**src/hdl/bbr_pkg.sv**
```systemverilog
`default_nettype none

package bbr_pkg;

  // Configuration port.
  localparam int CFG_IDX_W  = 2;
  localparam int CFG_DATA_W = 13;
  localparam int FW_W       = 11;
  localparam int FH_W       = 13;
  localparam int ROW_W      = 12;

  // Frame limits and register reset values.
  localparam int HEIGHT_LIMIT = 4096;
  localparam int FW_RESET     = 1024;
  localparam int FH_RESET     = 768;

  // Queue sizes between and behind the two halves.
  localparam int JQ_DEPTH = 4;
  localparam int JQ_PTR_W = $clog2(JQ_DEPTH);
  localparam int JQ_CNT_W = $clog2(JQ_DEPTH + 1);
  localparam int OQ_DEPTH = 4;
  localparam int OQ_PTR_W = $clog2(OQ_DEPTH);
  localparam int OQ_CNT_W = $clog2(OQ_DEPTH + 1);

  typedef enum logic [CFG_IDX_W-1:0] {
    REG_FRAME_WIDTH  = 2'd0,
    REG_FRAME_HEIGHT = 2'd1
  } cfg_reg_e;

  typedef enum logic {
    OP_PIXEL = 1'b0,
    OP_DRAIN = 1'b1
  } opcode_e;

  typedef struct packed {
    logic       opcode;
    logic [7:0] red_in;
    logic [7:0] green_in;
    logic [7:0] blue_in;
  } pix_in_t;

  typedef struct packed {
    logic [7:0] red_out;
    logic [7:0] green_out;
    logic [7:0] blue_out;
    logic       frame_end;
  } pix_out_t;

  typedef struct packed {
    logic [7:0] red;
    logic [7:0] green;
    logic [7:0] blue;
  } rgb_t;

  // One line store entry: the row before last and the last row at one column.
  typedef struct packed {
    rgb_t row1;
    rgb_t row0;
  } line_t;

  // Column sums (up to three pixels) and window sums (up to nine), red at [2].
  typedef logic [2:0][9:0]  csum_t;
  typedef logic [2:0][11:0] sum_t;

  // Which window columns and how many rows make up each result of one item.
  typedef struct packed {
    logic       any;
    logic       two;
    logic [2:0] m0;
    logic [2:0] m1;
    logic [1:0] rows;
    logic       fe;
  } res_ctl_t;

  // One or two results waiting for the divide.
  typedef struct packed {
    logic       two;
    logic       fe;
    sum_t       sum0;
    logic [3:0] n0;
    sum_t       sum1;
    logic [3:0] n1;
  } job_t;

  function automatic csum_t sum3(rgb_t p0, rgb_t p1, rgb_t p2);
    csum_t s;
    s[2] = 10'(p0.red) + 10'(p1.red) + 10'(p2.red);
    s[1] = 10'(p0.green) + 10'(p1.green) + 10'(p2.green);
    s[0] = 10'(p0.blue) + 10'(p1.blue) + 10'(p2.blue);
    return s;
  endfunction

  function automatic sum_t win_sum(logic [2:0] m, csum_t c0, csum_t c1, csum_t c2);
    sum_t s;
    for (int k = 0; k < 3; k++) begin
      s[k] = (m[0] ? 12'(c0[k]) : 12'd0) + (m[1] ? 12'(c1[k]) : 12'd0)
           + (m[2] ? 12'(c2[k]) : 12'd0);
    end
    return s;
  endfunction

  function automatic logic [3:0] win_count(logic [2:0] m, logic [1:0] rows);
    logic [3:0] cols;
    cols = 4'(m[0]) + 4'(m[1]) + 4'(m[2]);
    return 4'(cols * {2'b00, rows});
  endfunction

  // Reciprocal for dividing by twice the count: q = (x * mul) >> (16 + sh).
  function automatic logic [16:0] div_mul(logic [3:0] n);
    logic [16:0] m;
    case (n)
      4'd3, 4'd6: m = 17'd21846;
      4'd9:       m = 17'd7282;
      default:    m = 17'd65536;
    endcase
    return m;
  endfunction

  function automatic logic [1:0] div_sh(logic [3:0] n);
    logic [1:0] s;
    case (n)
      4'd2, 4'd6: s = 2'd2;
      4'd4:       s = 2'd3;
      default:    s = 2'd1;
    endcase
    return s;
  endfunction

endpackage

`default_nettype wire

```
**src/hdl/bbr_back.sv**
```systemverilog
`default_nettype none

module bbr_back (
  input  wire logic          clk_i,
  input  wire logic          rst_ni,
  input  wire bbr_pkg::job_t job_i,
  input  wire logic          jq_empty_i,
  output logic               jq_pop_o,
  input  wire logic          pop_i,
  output logic               empty_o,
  output bbr_pkg::pix_out_t  out_data_o
);

  logic                          issue, sel_q;
  logic [bbr_pkg::OQ_CNT_W:0]    ocredit;
  bbr_pkg::sum_t                 s;
  logic [3:0]                    n;

  logic                          b1_v_q, b2_v_q;
  logic [2:0][12:0]              b1_x_q;
  logic [16:0]                   b1_mul_q;
  logic [1:0]                    b1_sh_q, b2_sh_q;
  logic                          b1_fe_q, b2_fe_q;
  logic [2:0][29:0]              b2_prod_q;
  logic [2:0][7:0]               q;

  bbr_pkg::pix_out_t             ofifo_q [bbr_pkg::OQ_DEPTH];
  logic [bbr_pkg::OQ_PTR_W-1:0]  owptr_q, orptr_q;
  logic [bbr_pkg::OQ_CNT_W-1:0]  ocnt_q;
  logic                          opop;

  // Issue one result a cycle while a job waits and the output queue has room for it.
  assign ocredit  = (bbr_pkg::OQ_CNT_W+1)'(ocnt_q) + (bbr_pkg::OQ_CNT_W+1)'(b1_v_q)
                  + (bbr_pkg::OQ_CNT_W+1)'(b2_v_q);
  assign issue    = !jq_empty_i && (ocredit < (bbr_pkg::OQ_CNT_W+1)'(bbr_pkg::OQ_DEPTH));
  assign jq_pop_o = issue && (sel_q || !job_i.two);
  assign s        = sel_q ? job_i.sum1 : job_i.sum0;
  assign n        = sel_q ? job_i.n1 : job_i.n0;

  always_ff @(posedge clk_i or negedge rst_ni) begin
    if (!rst_ni) begin
      sel_q  <= 1'b0;
      b1_v_q <= 1'b0;
      b2_v_q <= 1'b0;
    end else begin
      if (issue) begin
        sel_q <= !sel_q && job_i.two;
      end
      b1_v_q <= issue;
      b2_v_q <= b1_v_q;
    end
  end

  // Rounded mean: (2*sum + n) / (2*n) through a reciprocal multiply.
  always_ff @(posedge clk_i) begin
    for (int k = 0; k < 3; k++) begin
      b1_x_q[k]    <= {s[k], 1'b0} + 13'(n);
      b2_prod_q[k] <= 30'(b1_x_q[k]) * 30'(b1_mul_q);
    end
    b1_mul_q <= bbr_pkg::div_mul(n);
    b1_sh_q  <= bbr_pkg::div_sh(n);
    b1_fe_q  <= !sel_q && job_i.fe;
    b2_sh_q  <= b1_sh_q;
    b2_fe_q  <= b1_fe_q;
  end

  always_comb begin
    for (int k = 0; k < 3; k++) begin
      case (b2_sh_q)
        2'd2:    q[k] = b2_prod_q[k][25:18];
        2'd3:    q[k] = b2_prod_q[k][26:19];
        default: q[k] = b2_prod_q[k][24:17];
      endcase
    end
  end

  // Output queue; its head drives the result ports.
  assign opop       = pop_i && !empty_o;
  assign empty_o    = (ocnt_q == '0);
  assign out_data_o = ofifo_q[orptr_q];

  always_ff @(posedge clk_i) begin
    if (b2_v_q) begin
      ofifo_q[owptr_q] <= '{red_out: q[2], green_out: q[1], blue_out: q[0],
                            frame_end: b2_fe_q};
    end
  end

  always_ff @(posedge clk_i or negedge rst_ni) begin
    if (!rst_ni) begin
      owptr_q <= '0;
      orptr_q <= '0;
      ocnt_q  <= '0;
    end else begin
      if (b2_v_q) begin
        owptr_q <= owptr_q + 1'b1;
      end
      if (opop) begin
        orptr_q <= orptr_q + 1'b1;
      end
      ocnt_q <= ocnt_q + bbr_pkg::OQ_CNT_W'(b2_v_q) - bbr_pkg::OQ_CNT_W'(opop);
    end
  end

endmodule

`default_nettype wire

```
**config.mk**
```make
export PLATFORM = sky130hd
export DESIGN_NAME = bbr_back
export DESIGN_NICKNAME = d
export VERILOG_FILES = /design/src/hdl/bbr_pkg.sv /design/src/hdl/bbr_back.sv
export SDC_FILE = /design/constraint.sdc
export NUM_CORES = 1
export LEC_CHECK = 0
export ABC_CLOCK_PERIOD_IN_PS = 6990
export BUFFER_PORTS_ARGS = -buffer_cell sky130_fd_sc_hd__buf_2
export CORE_MARGIN = 5
export CORE_UTILIZATION = 60
export DETAILED_ROUTE_END_ITERATION = 8
export PLACE_DENSITY = 0.75
export SLEW_MARGIN = 30
export SYNTH_ARGS = -nofsm -noshare
export SYNTH_HDL_FRONTEND = slang
export SYNTH_SLANG_ARGS = --single-unit
```
**constraint.sdc**
```tcl
create_clock -name clk_i -period 6.99 [get_ports clk_i]
set_input_delay 1.398 -clock clk_i [delete_from_list [all_inputs] [get_ports clk_i]]
set_output_delay 1.398 -clock clk_i [all_outputs]
set_load 0.005 [all_outputs]
```
# [Yosys cells after proc, flatten, opt, wreduce, memory -nomap -nowiden]
# Memory sizes are Yosys's and may differ from the RTL's.
# Cells that the tools add are included.
[totals] ff_bits=153 mem_count=1 mem_bits_rw=100
[classes] n_mul=3 n_eq_ne=7 addsub=9 n_reduce_logical=13 n_mux=9 magnitude_cmp=1
[memory_table] name="ofifo_q" words=4 word_bits=25 rd=1 rd_clocked_by_memory_dff=0 write_ports=1 line="bbr_back.sv:27" rtl="bbr_pkg::pix_out_t ofifo_q [bbr_pkg::OQ_DEPTH];"
[ops] op="13-bit by 17-bit multiplier with 27-bit output" count=3
[ops] op="8-bit case mux with 2 select lines" count=3
[ops] op="13-bit by 4-bit adder with 13-bit output" count=3
[ops] op="36-bit two-way mux" count=1
[ops] op="17-bit case mux with 2 select lines" count=1
[ops] op="4-bit by 2-bit == test with 1-bit output, second input constant" count=2
[ops] op="4-bit by 3-bit == test with 1-bit output, second input constant" count=2
[ops] op="1-bit logical AND" count=5
[ops] op="2-bit by 1-bit adder with 2-bit output, second input constant" count=2
[ops] op="3-bit by 1-bit adder with 4-bit output" count=1
[ops] op="4-bit by 1-bit adder with 4-bit output" count=1
[ops] op="2-bit == test, second input constant" count=2
[ops] op="4-bit == test, second input constant" count=1
[ops] op="1-bit logical NOT" count=4
[ops] op="4-bit by 3-bit less-than comparator with 1-bit output, second input constant" count=1
[ops] op="4-bit two-way mux" count=1
[ops] op="2-bit case mux with 2 select lines" count=1
[ops] op="2-bit OR reduction" count=2
[ops] op="3-bit by 1-bit adder with 3-bit output" count=1
[ops] op="3-bit logical NOT" count=1
[ops] op="3-bit by 1-bit subtractor with 3-bit output" count=1
[ops] op="1-bit two-way mux" count=2
[ops] op="1-bit logical OR" count=1

# [Logic depth before layout (Yosys ltp)]
[logic_depth] ltp_word=5 depth_mapped=21 ltp_nobuf=20

# [Worst setup path after synthesis]
# No wires, ideal clock.
[synth_path] kind="reg-to-reg" start="register b1_mul_q[12]" end="register b2_prod_q[53] in the netlist's numbering" path_stages_with_launch=20 period_less_slack_ns=5.214 setup_ns=0.118 setup_slack_ns=1.776 required_ns=6.872 n_path_buf=2 arrival_ns=5.096 cell_sequence="dfxtp_1 clkbuf_1 clkbuf_1 nand2_1 fa_1 fa_1 fa_1 inv_1 fa_1 inv_1 fa_1 inv_1 ha_1 and4_1 o311ai_1 a211oi_1 a211o_1 nand3_1 and3b_1 xnor2_1"
[synth_via] elab_chain_cells=1
[synth_lines] element="from (decl)" line="bbr_back.sv:21" rtl="logic [16:0] b1_mul_q;"
[synth_lines] element="from (signal assigned)" line="bbr_back.sv:60" rtl="b1_mul_q <= bbr_pkg::div_mul(n);"
[synth_lines] element="13-bit by 17-bit multiplier with 27-bit output" line="bbr_back.sv:58" rtl="b2_prod_q[k] <= 30'(b1_x_q[k]) * 30'(b1_mul_q);"
[synth_lines] element="to (signal, indexed assignment)" line="bbr_back.sv:58"
[synth_lines] element="to (decl)" line="bbr_back.sv:24" rtl="logic [2:0][29:0] b2_prod_q;"
# Every way passes these cells.
# A chain may end at the register's enable or synchronous reset.

# [Worst setup path in the final report]
# Ends and elaborated chain as after synthesis.

==> impl_metrics.ini <==
[outcome]
status = finished clean

[synthesis]
synth_top_flop_cell = edfxtp_1
synth_nets = 2426
synthAdderAreaFrac_pct = 41.6
ys_seq_elements = 187
synthMuxAreaShare_pct = 6.20
syn_avg_cell_area_um2 = 10.5
synth_common_cells = inv_1, ha_1, fa_1
synth_top_area_share_pct = 24.4
yosys_warnings = 0
synth_cell_types = 53
synth_area_leader_cell = fa_1
synthXorXnorAreaFrac_pct = 4.13
ys_seq_area_share_pct = 24.8
yosys.area_share.simple_pct = 9.02
synth_top_family_by_area = adder cells
syn_inst = 1839
synth_area_leaders = fa_1, ha_1, edfxtp_1, inv_1, dfxtp_1
synth_edf_count = 100
synth.most_common_cell = inv_1
async_reset_ff_share_pct = 5.35
synth-compound-area-share_pct = 4.78
syn_area_mm2 = 0.0193

[global_routing]
antenna_found_initial = 0
grt_max_degree = 49
use_met2_pct = 45.0
top_usage_layer = met2
grt_use_met1_pct = 31.5
grt_pass1_wl_mm = 71.0
grt.met3_usage_pct = 3.23
first_global_vias = 14100
grtUsageTotal_pct = 25.0
overflow = 0

[timing]
drv_slew = 0
fmax_mhz = 169
min_period_over_period_pct = 84.7
layout_min_cycle_time_ns = 5.92
final_hold_viol_count = 0
setup_viol = 0
relSlewSlack_pct = 37.6
fin_tns_setup_ns = 0
worst_slew_pin_slew_ns = 0.935
rsz0062_at_grt = false
skew_ns = 0.0182

[route]
drt_iter0_drc = 612
wire_per_inst_um = 17.9
avgViaCountPerCell = 5.39
num_vias = 12700
dr.pass1.iters = 5
wl_mm = 42.2
drcViolationCount = 0
ant_nets = 0

[critical_path]
critPathCaptureType = register
crit_type = register to register
crit_chain = buf_4 -> and2_1 -> inv_1 -> fa_1 -> fa_1 -> fa_1 -> inv_1 -> fa_1 -> inv_1 -> fa_1 -> inv_1 -> ha_1 -> and4_1 -> o311ai_1 -> a211oi_1 -> a211o_1 -> nand3_1 -> and3b_1 -> xnor2_1
cpMostUsedCell = fa_1
cp_max_fo = 25
max_stage_delay_ns = 0.67
crit_arrival_ns = 6.25
critPathRequiredTime_ns = 7.33
crit_slowest_cell = dfxtp_1
startpoint_type = register

[finish]
fillers = 2379
antenna_cells = 0
drive_gt1_share_pct = 10.3
area_growth_pct = 8.74
nNetsFinal = 2537

[place]
dp_hpwl_mm = 35.0
portBuffers = 112
gp_congestion = 0.943

[die]
start_util_pct = 61.0
core-area_mm2 = 0.0316
design.die.area_mm2 = 0.0359
ios = 113
die_h_um = 189
rows = 65
fp.dieW_um = 189

[clock_network]
root_buffer = clkbuf_16
clock_path_buffers = 2
cts_hold_buf = 0
post_cts_buffers = 0
cts_max_level = 4
clk_pin_slew_worst_paths_ns = 0.08
cts_resized = 0
clk_latency_ns = 0.45
cts_tree = yes
cts.sinks = 187
cts_buffers = 17

[flow_run]
cap_viol_max_count = 0

[hold_path]
hold_class = register to register
[cells in the final DEF (no fill, tap or decap), drive strengths merged, types with 3 or more instances in the layout]
| master | instances |
|---|---|
| inv | 457 |
| ha | 266 |
| fa | 235 |
| buf | 128 |
| and2 | 114 |
| edfxtp | 100 |
| nand2 | 89 |
| dfxtp | 77 |
| a21oi | 71 |
| nor2 | 66 |
| mux2i | 51 |
| xnor2 | 47 |
| xor2 | 44 |
| mux4 | 25 |
| a21o | 19 |
| o21ai | 18 |
| clkbuf | 17 |
| nand3 | 16 |
| a31oi | 13 |
| nor3 | 12 |
| mux2 | 11 |
| dfrtp | 10 |
| nor2b | 9 |
| o21a | 7 |
| and3b | 6 |
| and3 | 6 |
| or3 | 5 |
| nand4 | 4 |
| a211o | 4 |
| o211ai | 3 |
| a211oi | 3 |
| a21boi | 3 |
| clkinv | 3 |
[per-layer routing]
layer	share of wire (%)	up-vias
li1	-	6073
met1	42	6232
met2	51	342
met3	3.9	95
met4	3.1	0
met5	0	-
[kinds of logic (layout without fill, tap and decap cells)]
kind of cell             Yosys count  after routing
AND/OR/NAND/NOR                  339            339
flip-flops                       187            187
multiplexers                      87             87
AO/OA/AOI/OAI                    152            152
buffers and inverters            482            606
XOR/XNOR                          91             91
adder cells (fa/ha/maj)          501            501
[final timing paths]
path / endpoint / cells past startpoint / startpoint / slack (ns)
hold / removal: b2_sh_q[0] / 0 / b1_sh_q[0] / 0.33
min in group asynchronous: b2_v_q / 1 / rst_ni / 0.80
setup reg to reg: b2_prod_q[53] / 19 / b1_mul_q[12] / 1.07
hold reg to reg: b2_sh_q[0] / 0 / b1_sh_q[0] / 0.33
max in group asynchronous: sel_q / 1 / rst_ni / 5.99
setup / recovery: b2_prod_q[53] / 19 / b1_mul_q[12] / 1.07
[worst max-delay path, delay by kind of cell, from the launching register on]
family / cells / cell delay (ns)
compound gates: 3 / 0.79
xor+xnor: 1 / 0.11
fa+ha+maj: 6 / 2.79
buf+inv: 5 / 0.63
flops: 1 / 0.67
simple gates: 4 / 0.81
[registers in the layout, indices dropped and copies added (netlist names), 2 cells and up]
name       count
b1_mul_q       4
b1_sh_q        2
b1_x_q        37
b2_prod_q     30
b2_sh_q        2
ocnt_q         3
ofifo_q      100
orptr_q        2
owptr_q        2
[cell type report]
cell class              count  area (um^2)  area share, %
clock buffers              17          425           2.03
clock inverters            15          221           1.06
inverters                 446         1670           7.98
multi-input cells        1170        12700           60.5
flip-flops and latches    187         4800           22.8
well taps                 402          503           2.40
repair buffers            128          681           3.24
[stage by stage]
step	utilization (%)	hold WS [ns]	setup slack [ns]	area [um^2]	cells
2_1_floorplan	-	0.310	1.78	19300	1839
3_3_place_gp	64.3	0.311	1.39	20300	2333
3_5_place_dp	64.3	0.315	1.25	20300	2333
4_1_cts	66.3	0.332	1.16	21000	2365
5_1_grt	66.3	0.341	0.772	21000	2365
6_report	66.3	0.330	1.07	21000	2365
Power is left out: the tool's default activity adds up to more than one toggle a clock period on the data nets, which glitch-free logic cannot reach.
