**src/hdl/bbr_pkg.sv**
```systemverilog
`default_nettype none

package bbr_pkg;

  // Configuration port.
  localparam int CFG_IDX_W  = 2;
  localparam int CFG_DATA_W = 13;
  localparam int FW_W       = 11;
  localparam int FH_W       = 13;
  localparam int ROW_W      = 12;

  // Frame limits and register reset values.
  localparam int HEIGHT_LIMIT = 4096;
  localparam int FW_RESET     = 1024;
  localparam int FH_RESET     = 768;

  // Queue sizes between and behind the two halves.
  localparam int JQ_DEPTH = 4;
  localparam int JQ_PTR_W = $clog2(JQ_DEPTH);
  localparam int JQ_CNT_W = $clog2(JQ_DEPTH + 1);
  localparam int OQ_DEPTH = 4;
  localparam int OQ_PTR_W = $clog2(OQ_DEPTH);
  localparam int OQ_CNT_W = $clog2(OQ_DEPTH + 1);

  typedef enum logic [CFG_IDX_W-1:0] {
    REG_FRAME_WIDTH  = 2'd0,
    REG_FRAME_HEIGHT = 2'd1
  } cfg_reg_e;

  typedef enum logic {
    OP_PIXEL = 1'b0,
    OP_DRAIN = 1'b1
  } opcode_e;

  typedef struct packed {
    logic       opcode;
    logic [7:0] red_in;
    logic [7:0] green_in;
    logic [7:0] blue_in;
  } pix_in_t;

  typedef struct packed {
    logic [7:0] red_out;
    logic [7:0] green_out;
    logic [7:0] blue_out;
    logic       frame_end;
  } pix_out_t;

  typedef struct packed {
    logic [7:0] red;
    logic [7:0] green;
    logic [7:0] blue;
  } rgb_t;

  // One line store entry: the row before last and the last row at one column.
  typedef struct packed {
    rgb_t row1;
    rgb_t row0;
  } line_t;

  // Column sums (up to three pixels) and window sums (up to nine), red at [2].
  typedef logic [2:0][9:0]  csum_t;
  typedef logic [2:0][11:0] sum_t;

  // Which window columns and how many rows make up each result of one item.
  typedef struct packed {
    logic       any;
    logic       two;
    logic [2:0] m0;
    logic [2:0] m1;
    logic [1:0] rows;
    logic       fe;
  } res_ctl_t;

  // One or two results waiting for the divide.
  typedef struct packed {
    logic       two;
    logic       fe;
    sum_t       sum0;
    logic [3:0] n0;
    sum_t       sum1;
    logic [3:0] n1;
  } job_t;

  function automatic csum_t sum3(rgb_t p0, rgb_t p1, rgb_t p2);
    csum_t s;
    s[2] = 10'(p0.red) + 10'(p1.red) + 10'(p2.red);
    s[1] = 10'(p0.green) + 10'(p1.green) + 10'(p2.green);
    s[0] = 10'(p0.blue) + 10'(p1.blue) + 10'(p2.blue);
    return s;
  endfunction

  function automatic sum_t win_sum(logic [2:0] m, csum_t c0, csum_t c1, csum_t c2);
    sum_t s;
    for (int k = 0; k < 3; k++) begin
      s[k] = (m[0] ? 12'(c0[k]) : 12'd0) + (m[1] ? 12'(c1[k]) : 12'd0)
           + (m[2] ? 12'(c2[k]) : 12'd0);
    end
    return s;
  endfunction

  function automatic logic [3:0] win_count(logic [2:0] m, logic [1:0] rows);
    logic [3:0] cols;
    cols = 4'(m[0]) + 4'(m[1]) + 4'(m[2]);
    return 4'(cols * {2'b00, rows});
  endfunction

  // Reciprocal for dividing by twice the count: q = (x * mul) >> (16 + sh).
  function automatic logic [16:0] div_mul(logic [3:0] n);
    logic [16:0] m;
    case (n)
      4'd3, 4'd6: m = 17'd21846;
      4'd9:       m = 17'd7282;
      default:    m = 17'd65536;
    endcase
    return m;
  endfunction

  function automatic logic [1:0] div_sh(logic [3:0] n);
    logic [1:0] s;
    case (n)
      4'd2, 4'd6: s = 2'd2;
      4'd4:       s = 2'd3;
      default:    s = 2'd1;
    endcase
    return s;
  endfunction

endpackage

`default_nettype wire

```
**src/hdl/bbr_jobq.sv**
```systemverilog
`default_nettype none

module bbr_jobq (
  input  wire logic                          clk_i,
  input  wire logic                          rst_ni,
  input  wire logic                          push_i,
  input  wire bbr_pkg::job_t                 job_i,
  input  wire logic                          pop_i,
  output bbr_pkg::job_t                      job_o,
  output logic                               empty_o,
  output logic [bbr_pkg::JQ_CNT_W-1:0]       count_o
);

  bbr_pkg::job_t                 mem_q [bbr_pkg::JQ_DEPTH];
  logic [bbr_pkg::JQ_PTR_W-1:0]  wptr_q, rptr_q;
  logic [bbr_pkg::JQ_CNT_W-1:0]  cnt_q;

  assign job_o   = mem_q[rptr_q];
  assign empty_o = (cnt_q == '0);
  assign count_o = cnt_q;

  // Storage; the front never pushes without a reserved slot.
  always_ff @(posedge clk_i) begin
    if (push_i) begin
      mem_q[wptr_q] <= job_i;
    end
  end

  always_ff @(posedge clk_i or negedge rst_ni) begin
    if (!rst_ni) begin
      wptr_q <= '0;
      rptr_q <= '0;
      cnt_q  <= '0;
    end else begin
      if (push_i) begin
        wptr_q <= wptr_q + 1'b1;
      end
      if (pop_i) begin
        rptr_q <= rptr_q + 1'b1;
      end
      cnt_q <= cnt_q + bbr_pkg::JQ_CNT_W'(push_i) - bbr_pkg::JQ_CNT_W'(pop_i);
    end
  end

endmodule

`default_nettype wire

```
**config.mk**
```make
export PLATFORM = sky130hd
export DESIGN_NAME = bbr_jobq
export DESIGN_NICKNAME = d
export VERILOG_FILES = /design/src/hdl/bbr_pkg.sv /design/src/hdl/bbr_jobq.sv
export SDC_FILE = /design/constraint.sdc
export NUM_CORES = 1
export LEC_CHECK = 0
export ABC_AREA = 0
export CORE_MARGIN = 2
export CORE_UTILIZATION = 45
export DETAILED_ROUTE_END_ITERATION = 16
export DONT_BUFFER_PORTS = 1
export HOLD_SLACK_MARGIN = 0.08
export SYNTH_ARGS = -nofsm -noshare
export SYNTH_HDL_FRONTEND = slang
export SYNTH_SLANG_ARGS = --single-unit
```
**constraint.sdc**
```tcl
create_clock -name clk_i -period 3.1 [get_ports clk_i]
set_input_delay 0.155 -clock clk_i [delete_from_list [all_inputs] [get_ports clk_i]]
set_output_delay 0.155 -clock clk_i [all_outputs]
set_load 0.02 [all_outputs]
```
# Yosys cells after proc, flatten, opt, wreduce, memory -nomap -nowiden

Memories as Yosys holds them, arrays and structs flattened.
Index checks and enable logic that the tools add are counted.

Register bits: 7
Bits in writable memories: 328
Input bits: 86
Output and inout bits: 86
Word-level logic and storage cells: 11
Memories: 1

Memory list:

| name  | depth | bits a word | rd ports | clocked after Yosys merged registers in | wr ports | line           | source |
|---|---|---|---|---|---|---|---|
| mem_q | 4     | 82          | 1        | 0                                       | 1        | bbr_jobq.sv:14 | `bbr_pkg::job_t mem_q [bbr_pkg::JQ_DEPTH];` |

$add $sub $neg: 4
Mux-type cells: 2
Reductions and logical operators: 1

Operator list:

| cell                  | count |
|---|---|
| $add A2 B1 Y2 const B | 2 |
| $add A3 B1 Y3         | 1 |
| $logic_not A3 Y1      | 1 |
| $sub A3 B1 Y3         | 1 |
| $mux W1               | 2 |

# Logic depth before layout (Yosys ltp)

Gate-level depths: netlist of the first run.

Depth in word-level cells: 2
Gate-level depth with buffers: 7
Mapped depth without buffers: 7

# Worst setup path after synthesis of the first run

No wires, ideal clock.

Path type: register to register
Start point: reg wptr_q[0] (netlist bit)
End point: mem mem_q[0][0] (netlist bit) (enable)
Library setup time: 0.449 ns
Data arrival time: 2.529 ns
Data required time: 2.651 ns
Path slack: 0.122 ns
Stages on the path, launching flop included: 4
Path buffers: 0
Period minus slack after synthesis: 2.978 ns
Cell sequence: dfrtp_1 inv_1 ha_1 and2_1

RTL lines:

| item                     | line           | source |
|---|---|---|
| start: declaration       | bbr_jobq.sv:15 | `logic [bbr_pkg::JQ_PTR_W-1:0] wptr_q, rptr_q;` |
| start signal: assignment | bbr_jobq.sv:36 | `wptr_q <= wptr_q + 1'b1;` |
| end: declaration         | bbr_jobq.sv:14 |  |

Straight into the memory's write port.

==> results of run 1 <==
-- kinds of logic after synthesis --
group                    share of synthesized area
adder cells (fa/ha/maj)                   0.007786
flip-flops                                  0.8208
AND/OR/NAND/NOR                           0.003073
buffers and inverters                      0.01311
multiplexers                                0.1512
AO/OA/AOI/OAI                            0.0004094
XOR/XNOR                                  0.003586
-- sequential cells by signal, indices dropped and copies added, names as in the netlist --
name     flops
rptr_q       2
count_o      3
mem_q      328
wptr_q       2
-- metrics by stage --
| step | std cells | util | cell area [um^2] |
|---|---|---|---|
| 6_report | 942 | 0.5450 | 14610 |
| 5_1_grt | 940 | 0.5448 | 14600 |
| 4_1_cts | 940 | 0.5448 | 14600 |
| 3_5_place_dp | 792 | 0.4726 | 12670 |
| 3_3_place_gp | 792 | 0.4726 | 12670 |
| 2_1_floorplan | 461 | - | 12210 |
-- power groups by stage --
stage               Clock (mW)  Combinational, mW  Sequential (mW)
finish                    3.86               3.77             6.34
detailed placement           0               3.76             6.47
global route              4.14               4.03             6.44
CTS                       3.96               3.90             6.37
global placement             0               3.75             6.41
floorplan                    0               3.21             6.23
-- routing by layer --
layer	global-route usage	share of wire	up-vias
met1	0.1916	0.40	2689
li1	-	-	2216
met2	0.2648	0.52	130
met5	0	0.00075	-
met4	0.04198	0.015	2
met3	0.04887	0.065	31
-- critical path: stages (launching register included) --
cell	delay, ps
dfrtp_4	720
buf_12	340
mux4_2	640
-- cells in the final DEF (no fill, tap or decap) --
cell type	count
buf_4	1
ha_1	6
edfxtp_1	328
clkinv_4	1
xnor2_1	3
fa_1	1
clkbuf_16	37
dfrtp_4	2
diode_2	2
clkbuf_1	9
nor3_1	1
and2_4	4
nand2_1	2
dlygate4sd3_1	86
dfrtp_1	5
xor2_1	2
inv_1	6
mux4_2	82
bufinv_16	1
clkbuf_8	2
buf_12	7
clkinv_2	2
o21ai_0	1
clkinv_1	10
-- area by class of cell --
type	instances	share of cell area
Inverter	6	0.001542
Timing Repair Buffer	94	0.06904
Clock buffer	48	0.06759
Multi-Input combinational cell	102	0.1395
Sequential cell	335	0.6868
Antenna cell	2	0.0003426
Tap cell	341	0.02921
Clock inverter	14	0.005911
-- worst paths after layout --
kind	slack, ps	to	cells after the start	start
min in group asynchronous	580	count_o[1]	2	rst_ni
setup reg to reg	1160	mem_q[0][9]	4	wptr_q[0]
hold / removal	160	mem_q[2][11]	1	push_i
hold reg to reg	530	wptr_q[0]	1	wptr_q[0]
setup / recovery	700	job_o[73]	2	rptr_q[0]
max in group asynchronous	2190	rptr_q[0]	2	rst_ni
==> impl_metrics.toml, run 1 <==
[status]
status = "completed"

[yosys]
synth_flop_cell = "edfxtp_1"
yosys.area.top_type_share = 0.8065
synth_cell_types = 16
syn-num-nets = 554
yosys.area.top_type = "edfxtp_1"
synth_edf_count = 328
synthCells = 461
ys_seq_area_frac = 0.8208
syn-cell-area_um2 = 12210
avgSynthCellArea_um2 = 26.49
yosysWarnings = 0
ys_ff_latch = 335
async_flop_share = 0.02090
synth_area_leaders = "edfxtp_1, mux4_2, dfrtp_1"
yosysMostFrequentCell = "edfxtp_1"
netlist_top_cells_count = "edfxtp_1, mux4_2, buf_2"

[worst_setup_path]
worstSetupPathType = "register to output pin"
worst_ep_required_time_ps = 2940
worstPathArrival_ps = 2240
cp_max_fo = 32
end_kind = "output pin"
cp-start-kind = "register"

[drt]
vias = 5068
antenna_left = 0
via_per_inst = 5.380
wl_um = 21470
dr.pass1.iters = 4
wl_per_cell_um = 22.80
drtIter0Drc = 247
drc_errors = 0

[clock_tree]
clk_pin_slew_ps = 60
clock_latency_ps = 500
tritoncts = "yes"
numCtsBuffers = 35
clock_sinks = 335
cts-root-buf = "clkbuf_16"
ctsResizeCount = 0
holdBufCountCts = 86
clock_tree.buffer_depth = 3
ctsHtreeMaxLevel = 2
post_cts_buffers = 0

[power_and_ir_drop]
total_power_mw = 13.98
peakVddDrop_mv = 0.6085
net-switching-power_mw = 4.310
pwr-share-clk = 0.276
seq_power_share = 0.454
p_leak_nw = 4.686
power_density_nw_per_um2 = 957.0
switching_share = 0.3084
p_comb_frac = 0.270
p_int_mw = 9.668

[sta]
whs_ps = 158.7
worst_slew_pin_slew_ps = 700.4
worst_slack_ps = 703.2
slew_headroom = 0.5330
layout_worst_path_cycle_share = 0.7732
clock_skew_ps = 8.574
finalSetupViolCount = 0
fmax_mhz = 417.2
layout_min_cycle_time_ps = 2397
tns_ps = 0
drv_slew = 0
rsz0062_at_grt = "no"
finalHoldViolations = 0

[placed_design]
io_buffers = 0
dpl_worst_slack_ps = 1116
dp.final_hpwl_um = 12310
place.gp.congestion = 0.7479

[global_route]
grt_pass1_wl_um = 32980
grt_overflow = 0
grt_max_degree = 50
grt_pass1_vias = 5624
grtUsageTotal = 0.1546
antenna_found_initial = 3

[worst_hold_path]
hp-class = "primary input to register"

[die]
fp.dieH_um = 168.7
die_w_um = 168.7
core_um2 = 26800
rows = 60
die_area_um2 = 28470
io_pins = 172
start_util = 0.4557

[layout]
nNetsFinal = 667
multi_input_area_um2 = 2038
area_growth_pct = 19.60
layout-drive-gt1-share = 0.2321
regArea_um2 = 10030
num-fill-cells = 1985

[job]
cap_violations = 0
(Power assumes the default switching activity.)
==> run 2, diff against run 1 <==
==> constraint.sdc (replaced) <==
create_clock -name clk_i -period 2.2 [get_ports clk_i]
set_input_delay 0.11 -clock clk_i [delete_from_list [all_inputs] [get_ports clk_i]]
set_output_delay 0.11 -clock clk_i [all_outputs]
set_load 0.02 [all_outputs]
==> run 2 against run 1 <==
  * Hold slack improved by 160 ps
  * Largest cell class unchanged
  * Core utilization is 0.38 points higher
  * Final area increased by 0.69%
  * Critical path type unchanged
  * Sequential share of layout area down 0.47 points
  * Routed wire length up 0.82%
  * Critical endpoint is now job_o[81]
==> impl_metrics.toml, run 2 (synthesis gave the netlist of run 1 again) <==
[status]
status = "completed"

[sta]
finalHoldViolations = 0
fmax_mhz = 482.7
slew_headroom = 0.5805
drv_slew = 0
finalSetupViolCount = 0
tns_ps = 0
worst_slew_pin_slew_ps = 624.5
whs_ps = 320.8
clock_skew_ps = 15.41
layout_min_cycle_time_ps = 2072
layout_worst_path_cycle_share = 0.9416
rsz0062_at_grt = "no"

[global_route]
grt_overflow = 0
grt_pass1_vias = 5668
grt_max_degree = 84
grt_pass1_wl_um = 32790
grtUsageTotal = 0.1529
antenna_found_initial = 2

[drt]
wl_per_cell_um = 22.86
wl_um = 21650
drtIter0Drc = 346
via_per_inst = 5.467
drc_errors = 0
antenna_left = 0
vias = 5177
dr.pass1.iters = 4

[layout]
layout-drive-gt1-share = 0.2446
stdcell_count = 947
layout_common_cells = "edfxtp_1, dlygate4sd3_1, mux4_2"
final_common_cell = "edfxtp_1"
nNetsFinal = 672
regMostFlops = "mem_q"
largest_reg_flops = 328
area_growth_pct = 20.43

[clock_tree]
clk_pin_slew_ps = 60
numCtsBuffers = 35
clock_latency_ps = 500
ctsResizeCount = 0
cts-root-buf = "clkbuf_16"
clock_sinks = 335
tritoncts = "yes"
clock_tree.buffer_depth = 3
ctsHtreeMaxLevel = 2

[die]
start_util = 0.4557
rows = 60
core_um2 = 26800
die_area_um2 = 28470
io_pins = 172
die_w_um = 168.7
fp.dieH_um = 168.7

[worst_setup_path]
worstPathArrival_ps = 1960
worst_ep_required_time_ps = 2090
cp_cell_sequence = "buf_12, mux4_2"
cp-start-kind = "register"
critPathTopFamily = "multiplexers"
end_kind = "output pin"
crit_path_max_incr_delay_ps = 650
critPathSlowestCell = "mux4_2"
cp_max_fo = 29
worstSetupPathType = "register to output pin"
cp_num_buf_inv = 1

[power_and_ir_drop]
peakVddDrop_mv = 0.7932
p_leak_nw = 4.733
power_density_nw_per_um2 = 1354
net-switching-power_mw = 6.140
seq_power_share = 0.436
p_int_mw = 13.77
switching_share = 0.3084
pwr-share-clk = 0.276
p_comb_frac = 0.288

[placed_design]
place.gp.congestion = 0.7145
placedCellCount = 797
dp.final_hpwl_um = 12330
io_buffers = 0

[job]
cap_violations = 0

[worst_hold_path]
hp-class = "primary input to register"
==> run 2: per-layer routing <==
metal / GRT usage / up-vias / wire [um]
li1: - / 2227 / -
met1: 0.1887 / 2776 / 8716
met2: 0.2612 / 133 / 11120
met3: 0.04700 / 39 / 1351
met4: 0.04648 / 2 / 453
met5: 0 / - / 13
==> run 2: worst paths after layout <==
| path | slack [ps] | end | start | cells after the start |
|---|---|---|---|---|
| min in group asynchronous | 510 | count_o[1] | rst_ni | 2 |
| setup / recovery | 130 | job_o[81] | rptr_q[0] | 2 |
| hold / removal | 320 | mem_q[1][68] | job_i[68] | 1 |
| hold reg to reg | 540 | wptr_q[0] | wptr_q[0] | 1 |
| setup reg to reg | 250 | count_o[2] | count_o[0] | 7 |
| max in group asynchronous | 1390 | rptr_q[1] | rst_ni | 2 |
==> run 2: what timing repair did <==
item	4_1_cts	5_1_grt
setup buffers	0	0
endpoints found under the hold margin	413	0
hold buffers	86	0
==> run 2: through the flow <==
step                      cell area, um^2    util  setup WS, ps  total power, mW
after floorplan                     12220       -         122.6            13.25
after global placement              12750  0.4759         362.8            14.39
after detailed placement            12750  0.4759         278.4            14.53
after CTS                           14710  0.5487         64.85            20.26
after global routing                14710  0.5488         11.28            20.77
final                               14710  0.5488         128.4            19.91
==> run 2: area by class of cell <==
cell class	count	area [um^2]
Clock inverter	12	81.33
Inverter	6	22.52
Antenna cell	1	2.502
Multi-Input combinational cell	102	2038
Tap cell	341	426.7
Fill cell	1997	12090
Timing Repair Buffer	99	1096
Sequential cell	335	10030
Clock buffer	51	1008
==> run 2: power by group through the flow <==
stage	Clock (mW)	Combinational, mW	Sequential [mW]
floorplan	0	4.53	8.72
global placement	0	5.65	8.75
detailed placement	0	5.70	8.83
CTS	5.66	5.90	8.70
global route	5.89	6.10	8.78
finish	5.50	5.73	8.68
